## src/rtl/tes_pkg.sv

```systemverilog
// Package for the task execution statistics table.
// Holds payload structs, table entry layout and controller/datapath link types.
// No dependencies.
package tes_pkg;

  localparam int unsigned TableEntriesDef = 16;

  localparam int unsigned IdW    = 32;
  localparam int unsigned TimeW  = 32;
  localparam int unsigned SlotW  = 4;
  localparam int unsigned TotalW = 48;
  localparam int unsigned RunsW  = 32;
  localparam int unsigned MeanW  = 32;

  typedef struct packed {
    logic [IdW-1:0]   task_id;
    logic [TimeW-1:0] exec_time;
  } in_t;

  typedef struct packed {
    logic [SlotW-1:0]  slot;
    logic              created;
    logic              table_full;
    logic [TotalW-1:0] total_time;
    logic [RunsW-1:0]  run_count;
    logic [TimeW-1:0]  longest_time;
    logic [MeanW-1:0]  mean_time;
  } out_t;

  // One row of the statistics table
  typedef struct packed {
    logic [IdW-1:0]    task_id;
    logic [TotalW-1:0] total;
    logic [RunsW-1:0]  runs;
    logic [TimeW-1:0]  longest;
  } entry_t;

  // Controller -> datapath
  typedef struct packed {
    logic capture;
    logic rd_en;
    logic inc_idx;
    logic upd_hit;
    logic upd_new;
    logic set_full;
    logic div_start;
    logic load_out;
  } tes_cmd_t;

  // Datapath -> controller
  typedef struct packed {
    logic enabled;
    logic used_zero;
    logic idx_last;
    logic match;
    logic room;
    logic div_busy;
    logic out_free;
  } tes_sts_t;

endpackage

```

## src/rtl/tes_div.sv

```systemverilog
// Radix-2 restoring divider: 48-bit dividend by 32-bit divisor, one bit per cycle.
// Quotient saturates to 32 bits; a zero divisor gives zero. Uses tes_pkg.
module tes_div (
  input  logic                       clk_i,
  input  logic                       rst_ni,
  input  logic                       start_i,
  input  logic [tes_pkg::TotalW-1:0] dividend_i,
  input  logic [tes_pkg::RunsW-1:0]  divisor_i,
  output logic                       busy_o,
  output logic [tes_pkg::MeanW-1:0]  quot_o
);
  import tes_pkg::*;

  localparam int unsigned CntW = $clog2(TotalW);

  logic [TotalW-1:0] dvd_q, dvd_d;
  logic [RunsW-1:0]  rem_q, rem_d;
  logic [RunsW-1:0]  dvs_q;
  logic [CntW-1:0]   cnt_q, cnt_d;
  logic              busy_q, busy_d;
  logic              zero_q;
  logic [RunsW:0]    shifted;
  logic [RunsW:0]    diff;
  logic              ge;

  assign shifted = {rem_q, dvd_q[TotalW-1]};
  assign diff    = shifted - {1'b0, dvs_q};
  assign ge      = shifted >= {1'b0, dvs_q};

  always_comb begin
    dvd_d  = dvd_q;
    rem_d  = rem_q;
    cnt_d  = cnt_q;
    busy_d = busy_q;
    if (start_i) begin
      dvd_d  = dividend_i;
      rem_d  = '0;
      cnt_d  = CntW'(TotalW - 1);
      busy_d = 1'b1;
    end else if (busy_q) begin
      dvd_d = {dvd_q[TotalW-2:0], ge};
      rem_d = ge ? diff[RunsW-1:0] : shifted[RunsW-1:0];
      cnt_d = cnt_q - 1'b1;
      if (cnt_q == '0) begin
        busy_d = 1'b0;
      end
    end
  end

  always_ff @(posedge clk_i or negedge rst_ni) begin
    if (!rst_ni) begin
      busy_q <= 1'b0;
    end else begin
      busy_q <= busy_d;
    end
  end

  always_ff @(posedge clk_i) begin
    dvd_q <= dvd_d;
    rem_q <= rem_d;
    cnt_q <= cnt_d;
    if (start_i) begin
      dvs_q  <= divisor_i;
      zero_q <= (divisor_i == '0);
    end
  end

  always_comb begin
    if (zero_q) begin
      quot_o = '0;
    end else if (|dvd_q[TotalW-1:MeanW]) begin
      quot_o = '1;
    end else begin
      quot_o = dvd_q[MeanW-1:0];
    end
  end

  assign busy_o = busy_q;

endmodule

```

## src/rtl/tes_datapath.sv

```systemverilog
// Datapath: enable register, entry memory, search index, update arithmetic,
// divider and output register. Uses tes_pkg and tes_div.
module tes_datapath #(
  parameter int unsigned TABLE_ENTRIES = tes_pkg::TableEntriesDef
) (
  input  logic              clk_i,
  input  logic              rst_ni,
  input  logic              cfg_we_i,
  input  logic              cfg_wdata_i,
  input  tes_pkg::in_t      in_data_i,
  input  tes_pkg::tes_cmd_t cmd_i,
  output tes_pkg::tes_sts_t sts_o,
  output logic              out_valid_o,
  input  logic              out_ready_i,
  output tes_pkg::out_t     out_data_o
);
  import tes_pkg::*;

  localparam int unsigned IdxW = (TABLE_ENTRIES > 1) ? $clog2(TABLE_ENTRIES) : 1;
  localparam int unsigned CntW = $clog2(TABLE_ENTRIES + 1);

  entry_t            tbl_mem [TABLE_ENTRIES];
  entry_t            rd_q;
  logic              en_q;
  logic [CntW-1:0]   used_q;
  logic [IdxW-1:0]   idx_q;
  logic [IdW-1:0]    id_q;
  logic [TimeW-1:0]  t_q;
  logic              created_q;
  logic              full_q;
  logic [TotalW-1:0] res_total_q;
  logic [RunsW-1:0]  res_runs_q;
  logic [TimeW-1:0]  res_long_q;
  logic              out_valid_q;
  out_t              out_q;

  logic [TotalW:0]   sum;
  logic [TotalW-1:0] hit_total;
  logic [RunsW-1:0]  hit_runs;
  logic [TimeW-1:0]  hit_long;
  logic [MeanW-1:0]  quot;
  logic              div_busy;
  logic              mem_we;
  logic [IdxW-1:0]   mem_wa;
  entry_t            mem_wd;

  // Saturating update of the matched row
  assign sum       = {1'b0, rd_q.total} + (TotalW + 1)'(t_q);
  assign hit_total = sum[TotalW] ? '1 : sum[TotalW-1:0];
  assign hit_runs  = (rd_q.runs == '1) ? rd_q.runs : rd_q.runs + 1'b1;
  assign hit_long  = (t_q > rd_q.longest) ? t_q : rd_q.longest;

  always_comb begin
    mem_we = cmd_i.upd_hit | cmd_i.upd_new;
    if (cmd_i.upd_hit) begin
      mem_wa = idx_q;
      mem_wd = '{task_id: id_q, total: hit_total, runs: hit_runs, longest: hit_long};
    end else begin
      mem_wa = used_q[IdxW-1:0];
      mem_wd = '{task_id: id_q, total: TotalW'(t_q), runs: RunsW'(1), longest: t_q};
    end
  end

  always_ff @(posedge clk_i) begin
    if (mem_we) begin
      tbl_mem[mem_wa] <= mem_wd;
    end
    if (cmd_i.rd_en) begin
      rd_q <= tbl_mem[idx_q];
    end
  end

  // Control state
  always_ff @(posedge clk_i or negedge rst_ni) begin
    if (!rst_ni) begin
      en_q        <= 1'b0;
      used_q      <= '0;
      out_valid_q <= 1'b0;
    end else begin
      if (cfg_we_i) begin
        en_q <= cfg_wdata_i;
      end
      if (cmd_i.upd_new) begin
        used_q <= used_q + 1'b1;
      end
      if (cmd_i.load_out) begin
        out_valid_q <= 1'b1;
      end else if (out_ready_i) begin
        out_valid_q <= 1'b0;
      end
    end
  end

  // Working registers
  always_ff @(posedge clk_i) begin
    if (cmd_i.capture) begin
      id_q      <= in_data_i.task_id;
      t_q       <= in_data_i.exec_time;
      idx_q     <= '0;
      created_q <= 1'b0;
      full_q    <= 1'b0;
    end
    if (cmd_i.inc_idx) begin
      idx_q <= idx_q + 1'b1;
    end
    if (cmd_i.upd_hit) begin
      res_total_q <= hit_total;
      res_runs_q  <= hit_runs;
      res_long_q  <= hit_long;
    end
    if (cmd_i.upd_new) begin
      idx_q       <= used_q[IdxW-1:0];
      created_q   <= 1'b1;
      res_total_q <= TotalW'(t_q);
      res_runs_q  <= RunsW'(1);
      res_long_q  <= t_q;
    end
    if (cmd_i.set_full) begin
      full_q <= 1'b1;
    end
    if (cmd_i.load_out) begin
      if (full_q) begin
        out_q <= '{slot: '0, created: 1'b0, table_full: 1'b1,
                   total_time: '0, run_count: '0,
                   longest_time: '0, mean_time: '0};
      end else begin
        out_q <= '{slot: SlotW'(idx_q), created: created_q, table_full: 1'b0,
                   total_time: res_total_q, run_count: res_runs_q,
                   longest_time: res_long_q, mean_time: quot};
      end
    end
  end

  tes_div u_div (
    .clk_i      (clk_i),
    .rst_ni     (rst_ni),
    .start_i    (cmd_i.div_start),
    .dividend_i (res_total_q),
    .divisor_i  (res_runs_q),
    .busy_o     (div_busy),
    .quot_o     (quot)
  );

  assign sts_o.enabled   = en_q;
  assign sts_o.used_zero = (used_q == '0);
  assign sts_o.idx_last  = ((CntW'(idx_q) + 1'b1) == used_q);
  assign sts_o.match     = (rd_q.task_id == id_q);
  assign sts_o.room      = (used_q < CntW'(TABLE_ENTRIES));
  assign sts_o.div_busy  = div_busy;
  assign sts_o.out_free  = ~out_valid_q | out_ready_i;

  assign out_valid_o = out_valid_q;
  assign out_data_o  = out_q;

endmodule

```

## src/rtl/tes_ctrl.sv

```systemverilog
// Controller state machine: accept, linear search, update, divide, hand off.
// Uses tes_pkg command/status structs.
module tes_ctrl (
  input  logic              clk_i,
  input  logic              rst_ni,
  input  logic              in_valid_i,
  output logic              in_ready_o,
  input  tes_pkg::tes_sts_t sts_i,
  output tes_pkg::tes_cmd_t cmd_o
);
  import tes_pkg::*;

  localparam logic [2:0] StIdle  = 3'd0;
  localparam logic [2:0] StRead  = 3'd1;
  localparam logic [2:0] StCmp   = 3'd2;
  localparam logic [2:0] StHit   = 3'd3;
  localparam logic [2:0] StMiss  = 3'd4;
  localparam logic [2:0] StStart = 3'd5;
  localparam logic [2:0] StDiv   = 3'd6;
  localparam logic [2:0] StOut   = 3'd7;

  logic [2:0] state_q, state_d;

  assign in_ready_o = (state_q == StIdle);

  always_comb begin
    state_d = state_q;
    cmd_o   = '0;
    unique case (state_q)
      StIdle: begin
        if (in_valid_i && sts_i.enabled) begin
          cmd_o.capture = 1'b1;
          state_d = sts_i.used_zero ? StMiss : StRead;
        end
      end
      StRead: begin
        cmd_o.rd_en = 1'b1;
        state_d = StCmp;
      end
      StCmp: begin
        if (sts_i.match) begin
          state_d = StHit;
        end else if (sts_i.idx_last) begin
          state_d = StMiss;
        end else begin
          cmd_o.inc_idx = 1'b1;
          state_d = StRead;
        end
      end
      StHit: begin
        cmd_o.upd_hit = 1'b1;
        state_d = StStart;
      end
      StMiss: begin
        if (sts_i.room) begin
          cmd_o.upd_new = 1'b1;
          state_d = StStart;
        end else begin
          cmd_o.set_full = 1'b1;
          state_d = StOut;
        end
      end
      StStart: begin
        cmd_o.div_start = 1'b1;
        state_d = StDiv;
      end
      StDiv: begin
        if (!sts_i.div_busy) begin
          state_d = StOut;
        end
      end
      StOut: begin
        if (sts_i.out_free) begin
          cmd_o.load_out = 1'b1;
          state_d = StIdle;
        end
      end
      default: begin
        state_d = StIdle;
      end
    endcase
  end

  always_ff @(posedge clk_i or negedge rst_ni) begin
    if (!rst_ni) begin
      state_q <= StIdle;
    end else begin
      state_q <= state_d;
    end
  end

endmodule

```

## src/rtl/task_execution_stats_table.sv

```systemverilog
// Task execution statistics table, top level. An input transfer is searched against
// the used entries (a read state and a compare state per entry), the row is updated
// and the 48-step divider forms the mean. A new id on a full table skips the divide.
// One item in flight: the next is taken the cycle after its result loads; disabled
// items are accepted and dropped with no result.
// Reset (async, low) empties the table and clears the enable; entry rows are not cleared.
module task_execution_stats_table #(
  parameter int unsigned TABLE_ENTRIES = tes_pkg::TableEntriesDef
) (
  input  logic          clk_i,
  input  logic          rst_ni,
  // configuration: monitor enable
  input  logic          cfg_we_i,
  input  logic          cfg_wdata_i,
  // input item channel
  input  logic          in_valid_i,
  output logic          in_ready_o,
  input  tes_pkg::in_t  in_data_i,
  // result channel
  output logic          out_valid_o,
  input  logic          out_ready_i,
  output tes_pkg::out_t out_data_o
);
  import tes_pkg::*;

  tes_cmd_t cmd;
  tes_sts_t sts;

  // Controller sequences the search over the used entries, the row update
  // (hit, new entry, or table full) and the mean division.
  tes_ctrl u_ctrl (
    .clk_i      (clk_i),
    .rst_ni     (rst_ni),
    .in_valid_i (in_valid_i),
    .in_ready_o (in_ready_o),
    .sts_i      (sts),
    .cmd_o      (cmd)
  );

  // Datapath owns the table memory, the saturating arithmetic, the divider and
  // the output register, so a waiting result never blocks the next transfer in.
  tes_datapath #(
    .TABLE_ENTRIES (TABLE_ENTRIES)
  ) u_dp (
    .clk_i       (clk_i),
    .rst_ni      (rst_ni),
    .cfg_we_i    (cfg_we_i),
    .cfg_wdata_i (cfg_wdata_i),
    .in_data_i   (in_data_i),
    .cmd_i       (cmd),
    .sts_o       (sts),
    .out_valid_o (out_valid_o),
    .out_ready_i (out_ready_i),
    .out_data_o  (out_data_o)
  );

endmodule

```

## config.mk

```make
export PLATFORM = sky130hd
export DESIGN_NAME = task_execution_stats_table
export DESIGN_NICKNAME = d
export VERILOG_FILES = /design/src/rtl/tes_pkg.sv /design/src/rtl/tes_div.sv /design/src/rtl/tes_datapath.sv /design/src/rtl/tes_ctrl.sv /design/src/rtl/task_execution_stats_table.sv
export SDC_FILE = /design/constraint.sdc
export NUM_CORES = 2
export LEC_CHECK = 0
export CAP_MARGIN = 20
export CORE_MARGIN = 1
export CORE_UTILIZATION = 60
export CTS_BUF_LIST = sky130_fd_sc_hd__clkbuf_8 sky130_fd_sc_hd__clkbuf_16
export CTS_CLUSTER_DIAMETER = 150
export DETAILED_ROUTE_END_ITERATION = 8
export DONT_BUFFER_PORTS = 1
export PLACE_DENSITY = 0.87
export REMOVE_ABC_BUFFERS = 1
export SLEW_MARGIN = 0
export SYNTH_ARGS = -nofsm -noshare
export SYNTH_HDL_FRONTEND = slang
export SYNTH_SLANG_ARGS = --single-unit
export TNS_END_PERCENT = 100
```

## constraint.sdc

```tcl
create_clock -name clk_i -period 34.2 [get_ports clk_i]
set_input_delay 3.42 -clock clk_i [delete_from_list [all_inputs] [get_ports clk_i]]
set_output_delay 3.42 -clock clk_i [all_outputs]
set_load 0.05 [all_outputs]
```

---- Word-level counts from Yosys, hierarchy flattened ----
Memory sizes are Yosys's and may differ from the RTL's. A register that Yosys moved wholly into a read port is not among the register bits.
Index checks and enable logic that the tools add are counted.
operators by class
  order comparisons ....................... 3
  equality and inequality tests ........... 13
  reductions and logical operators ........ 12
  $add $sub $neg .......................... 7
  muxes and demuxes ....................... 46
  bitwise operators ....................... 3
operators by type and width
  cell                     number
  $mux W32                 9
  $mux W145                1
  $mux W48                 3
  $mux W112                1
  $add A48 B32 Y49         1
  $ge A33 B32 Y1           1
  $add A32 B1 Y32 const B  1
  $eq A32 B32 Y1           1
  $eq A32 B32 Y1 const B   1
  $gt A32 B32 Y1           1
  $logic_not A32 Y1        1
  $sub A32 B32 Y32         1
  $pmux W3 S8              1
  $mux W1                  19
  $mux W3                  6
  $mux W4                  4
  $reduce_or A16 Y1        1
  $eq A3 B3 Y1 const B     4
  $eq A3 B2 Y1 const B     2
  $logic_not A6 Y1         1
  $reduce_bool A2 Y1       3
  $sub A6 B1 Y6 const B    1
  $add A4 B1 Y5 const B    1
  $add A5 B1 Y5 const B    1
  other kinds (15)         18
word-level totals
  memories ................................ 1
  memory bits (writable) .................. 2304
  word-level logic and storage cells ...... 111
  flip-flop bits (word level) ............. 462
  output and inout bits ................... 152
memory list
  memory        words  bits a word  rd ports  clocked after Yosys merged registers in  wr ports  RTL line            source
  u_dp.tbl_mem  16     144          1         1                                        1         tes_datapath.sv:22  entry_t tbl_mem [TABLE_ENTRIES];

---- Longest topological paths before layout ----
  depth in word-level cells ............... 7
  mapped depth ............................ 12

---- Modules after synthesis ----
A second synthesis with hierarchy kept.
second synthesis, totals
  cells, all modules ...................... 6744
  area, all modules ....................... 117063.5 µm²
by module, submodules not included
  module        seq. area each (µm²)  cells an instance  area each (µm²)  times used
  tes_datapath  83154.8               5998               109646.4         1
  tes_div       3218.1                710                7095.6           1
  tes_ctrl      75.1                  36                 321.6            1

---- Worst setup path before layout ----
OpenSTA, ideal clock, no wires.
  kind .................................... register to register
  start point ............................. register u_ctrl.state_q[1]
  end point ............................... register u_dp.rd_q[0] (netlist name)
  cell stages (with the launch flop) ...... 3
  arrival time ............................ 10.339 ns
  setup time .............................. 0.825 ns
  slack ................................... 23.037 ns
  buffers on the path ..................... 1
  path through ............................ dfrtp_1 -> clkbuf_1 -> nor3_1
between the ends
  longest elaborated chain between the ends .. 2
RTL lines
  element                 RTL line        source
  start, declared         tes_ctrl.sv:22  logic [2:0] state_q, state_d;
  start signal, assigned  tes_ctrl.sv:86  state_q <= StIdle;
  start signal, assigned  tes_ctrl.sv:88  state_q <= state_d;
  $eq A3 B1 Y1            tes_ctrl.sv:29  unique case (state_q)
  $mux W1                 tes_ctrl.sv:29
No other way between the ends.
A chain may end at the register's enable or synchronous reset.

==> results list <==
- Outcome: finished, violations left
- The final reports fail on DRC.
- For this run, the top clock speed supported by timing is 0.1733 GHz.
- The worst setup path is of the reg -> reg kind.
- Cell variety after synth: 79
* CTS Buffer Depth: 4
- The startpoint identified for the worst hold timing path is u_dp.u_div.cnt_q[0]$_SDFFE_PP1P_.
- Global-route wire length before repair: 465.8 mm
- Layout Area Growth over Synthesis: 11.48%
- Setup repair after global routing left no endpoint under its margin.
* Critical path's most frequent cell: sky130_fd_sc_hd__nand2_1
- For the worst setup path, the data required time is 34.79 ns.
- The count of nets left with antenna violations once routing finished came out at 0.
- R2r endpoint: u_dp.tbl_mem[0][107]$_DFFE_PP_
- The min-delay analysis places its worst path in the category reg -> reg.
- Vias: 64,640
* Tmin final: 5.771 ns
- The complex-gate fraction of the synthesized area is 0.02888.
* Filler cells: 10,550
- Non-filler instance count after layout: 8,604
- After legalization and detailed placement, the total HPWL measured 158.3 mm.
* Critical Path, Cell by Cell: ha_1 -> nand2_1 -> nor4_1 -> nand3_1 -> a21oi_1 -> o2111ai_1 -> nand2_1 -> a31oi_1 -> nor3_2
- Average footprint of a synthesized cell: 20.25 µm²
- Number of antenna violations at the first check in global routing: 37
* Number of cells on the critical path: 9
- STA classifies the critical path endpoint as a flip-flop.
* Average detailed-routed wire length per instance: 39.19 µm
- CTS buffer count: 298
- Die Outline Area: 193,100 µm²
* Xor and xnor area share after synthesis: 0.008847
* Worst path arrival time: 6.37 ns
- H-Tree Depth: 5
* Horizontal extent of the die: 439.5 µm
* Portion of netlist area occupied by mux cells: 0.1501
- Number of rows created at floorplan: 160
- Entering global routing, the biggest net connects 151 pins.
* Startpoint of the worst register-to-register path: u_dp.t_q[14]$_DFFE_PP_
* Family with the most delay on the worst path: simple AND/OR/NAND/NOR gates
- Simple-gate portion of the synthesized area: 0.03567
* Mapped cell area: 114,800 µm²
* Fraction of synthesis flops using an asynchronous set or reset pin: 0.003780
- Overall power consumption after layout is estimated at 11.66 mW.
- Hold repair after CTS inserted 0 buffers.
- Initial drt markers: 13,370
- Final worst path period share: 0.1687
* Number of pins with negative max-slew slack in the final report: 0
- After floorplanning, the core was sized to cover 190,200 µm².
- The most critical setup path has its startpoint at u_dp.t_q[14]$_DFFE_PP_.
* Maximum fanout count along the critical path: 16
- On the final layout, the worst hold slack is 0.4852 ns.
- Across the VDD grid, the largest voltage drop is 80.79 µV.
- First-pass iteration count of the detailed router: 9
- The most critical setup path has its endpoint at u_dp.tbl_mem[0][107]$_DFFE_PP_.
- Fraction of layout cells with a size suffix above 1: 0.2310
- Residual overflow from global routing: 0
- Slowest-stage cell, CP: sky130_fd_sc_hd__nor4_1
* Yosys warning count: 0
- Root buffer cell: sky130_fd_sc_hd__clkbuf_16
- The number of placed instances, taps included, is 8,035.
- Of the total synthesized cell area, the portion taken by full adders, half adders and majority gates is 0.01146.
- Max-Cap Viols: 0
* Type of origin of the critical path: flip-flop
* Routed wire length: 337.2 mm
* Total count of hold-check failures in the final report: 0
- For this configuration, the core starts out at a cell density of 0.6038.
- Number of instances in the synthesized netlist: 5,670
- In this run, synthesis produced a sequential element count of 2,910.
- Among all flip-flop cells after synthesis, the most frequent one is sky130_fd_sc_hd__edfxtp_1.
- Setup-violating endpoint count in the final report: 0
- Number of enable flip-flop cells after synthesis: 2,811
- IO Port Bufs: 0
- Number of global-route vias before repair: 64,810
- Number of buffers and inverters on the critical path: 0
* Cell leakage power: 42.03 nW
- On the worst path, the slowest cell contributes a delay of 0.79 ns.
* Share of the yosys chip area belonging to registers: 0.7528
* Worst reg-to-reg path cell count: 9
* Final weighted congestion of routability-driven global placement: 0.9471
- Clock-pin slew on the worst setup and hold paths: 0.07 ns
* Clock Skew: 0.07422 ns
- The die is 439.5 µm tall.
* Clock tree from TritonCTS: done
- Clock tree synthesis found a total of 2,910 sinks.
- Setup TNS after final layout: 0 ns
- The final layout contains 6,024 nets.
* Worst-case register-to-register setup slack: 28.43 ns
- For this run, design rule violations remaining after detail routing come to 221.
- DR vias/cell: 7.513
- Across every metal layer, demand over resource in global routing totals 0.3426.
* Number of buffers inserted by post-CTS setup repair: 0
- Clock insertion delay at the later pin of the skew report: 0.98 ns
- Number of primary I/O pins: 222
* Worst max-slew margin expressed relative to the limit: 0.1737
- Combinational family with the most area after synthesis: multiplexers
- Gates resized during post-CTS repair numbered 0.
- Power density cells: 91.04 nW/µm²
- Worst Max-Slew Pin Slew: 1.239 ns
[worst register-to-register path, delay by kind of cell, from the launching register on]
| kind | cells | cell delay, ns |
|---|---|---|
| AO/OA/AOI/OAI | 3 | 1.49 |
| adder cells (fa/ha/maj) | 1 | 0.58 |
| flip-flops | 1 | 0.55 |
| AND/OR/NAND/NOR | 5 | 2.78 |
[registers in the layout (all words and copies together) (netlist names), 32 cells and up]
signal	cells
u_dp.res_total_q	48
u_dp.out_data_o	150
u_dp.rd_q	144
u_dp.res_runs_q	32
u_dp.res_long_q	32
u_dp.t_q	32
u_dp.id_q	32
u_dp.tbl_mem	2304
u_dp.u_div.rem_q	32
u_dp.u_div.dvd_q	48
u_dp.u_div.dvs_q	32
[cells by family after synthesis]
group           after synthesis
xor+xnor                    116
compound gates              512
simple gates                847
fa+ha+maj                   104
flops                      2910
mux                         814
buf+inv                     367
[per-stage QoR]
stage	cell area [µm²]	setup WS (ns)	util
after CTS	127600	28.55	0.6712
after global placement	118100	28.62	0.6210
final	128000	28.43	0.6732
after detailed placement	118300	28.53	0.6218
after floorplan	113800	4.659	-
after global routing	128000	28.33	0.6731
[cells in the final DEF, fill, tap and decap left out, drive strengths merged, types with 90 or more instances in the layout]
cell type / netlist / final
ha: 102 / 102
clkinv: 1 / 90
edfxtp: 2811 / 2811
nor2b: 127 / 127
nand2: 291 / 291
clkbuf: 203 / 312
inv: 94 / 173
mux4: 720 / 720
o21ai: 107 / 107
buf: 69 / 149
a21oi: 144 / 144
nor2: 168 / 168
[layer usage]
metal  track usage  part of all wire  vias to the layer above
met5     0.0007444           0.00093                        -
met4        0.2326             0.082                       30
li1              -                 -                    23600
met1        0.4044              0.30                    32060
met2        0.5554              0.49                     7117
met3       0.08958              0.13                     1825
[layout make-up]
type | count | area, µm² | share of cell area
inverters | 95 | 362.8 | 0.002834
repair buffers | 152 | 1398 | 0.01092
multi-input cells | 2393 | 27230 | 0.2127
diodes | 24 | 60.06 | 0.0004691
clock buffers | 310 | 7701 | 0.06015
flip-flops and latches | 2910 | 86450 | 0.6753
well taps | 2511 | 3142 | 0.02454
clock inverters | 209 | 1679 | 0.01312
[synth_stat cells (all sizes together) (38+ instances only)]
| library cell | instances | share of area |
|---|---|---|
| xor2 | 38 | 0.0029 |
| buf | 69 | 0.0025 |
| clkbuf | 203 | 0.0066 |
| a21o | 73 | 0.0048 |
| dfxtp | 88 | 0.015 |
| mux4 | 720 | 0.14 |
| inv | 94 | 0.0031 |
| edfxtp | 2811 | 0.74 |
| mux2 | 65 | 0.0064 |
| a21oi | 144 | 0.0063 |
| nand2 | 291 | 0.0095 |
| nor2 | 168 | 0.0055 |
| nand3 | 41 | 0.0018 |
| xnor2 | 78 | 0.0059 |
| nor2b | 127 | 0.0069 |
| nor3 | 55 | 0.0024 |
| o21a | 42 | 0.0027 |
| o21ai | 107 | 0.0047 |
| ha | 102 | 0.011 |
[report_power, final]
| group | total [mW] | switching [mW] | leakage, nW | internal (mW) |
|---|---|---|---|---|
| clock network | 3.23 | 1.40 | 4.85 | 1.83 |
| registers | 5.11 | 0.469 | 26.6 | 4.64 |
| logic | 3.31 | 1.98 | 10.6 | 1.33 |
| total | 11.7 | 3.85 | 42.0 | 7.81 |
[worst min-delay path by stage]
stage	slack [ns]	end	cells past startpoint
after CTS	0.49	u_dp.u_div.cnt_q[0]$_SDFFE_PP1P_	2
after global routing	0.51	u_dp.u_div.rem_q[19]$_SDFFE_PP0P_	2
final	0.49	u_dp.u_div.cnt_q[0]$_SDFFE_PP1P_	2
after detailed placement	0.47	u_dp.u_div.cnt_q[0]$_SDFFE_PP1P_	2
after floorplan	0.42	u_dp.created_q$_SDFFE_PP1P_	2
after global placement	0.46	u_dp.u_div.cnt_q[0]$_SDFFE_PP1P_	2
No activity file was read; power rests on OpenSTA's default activity.
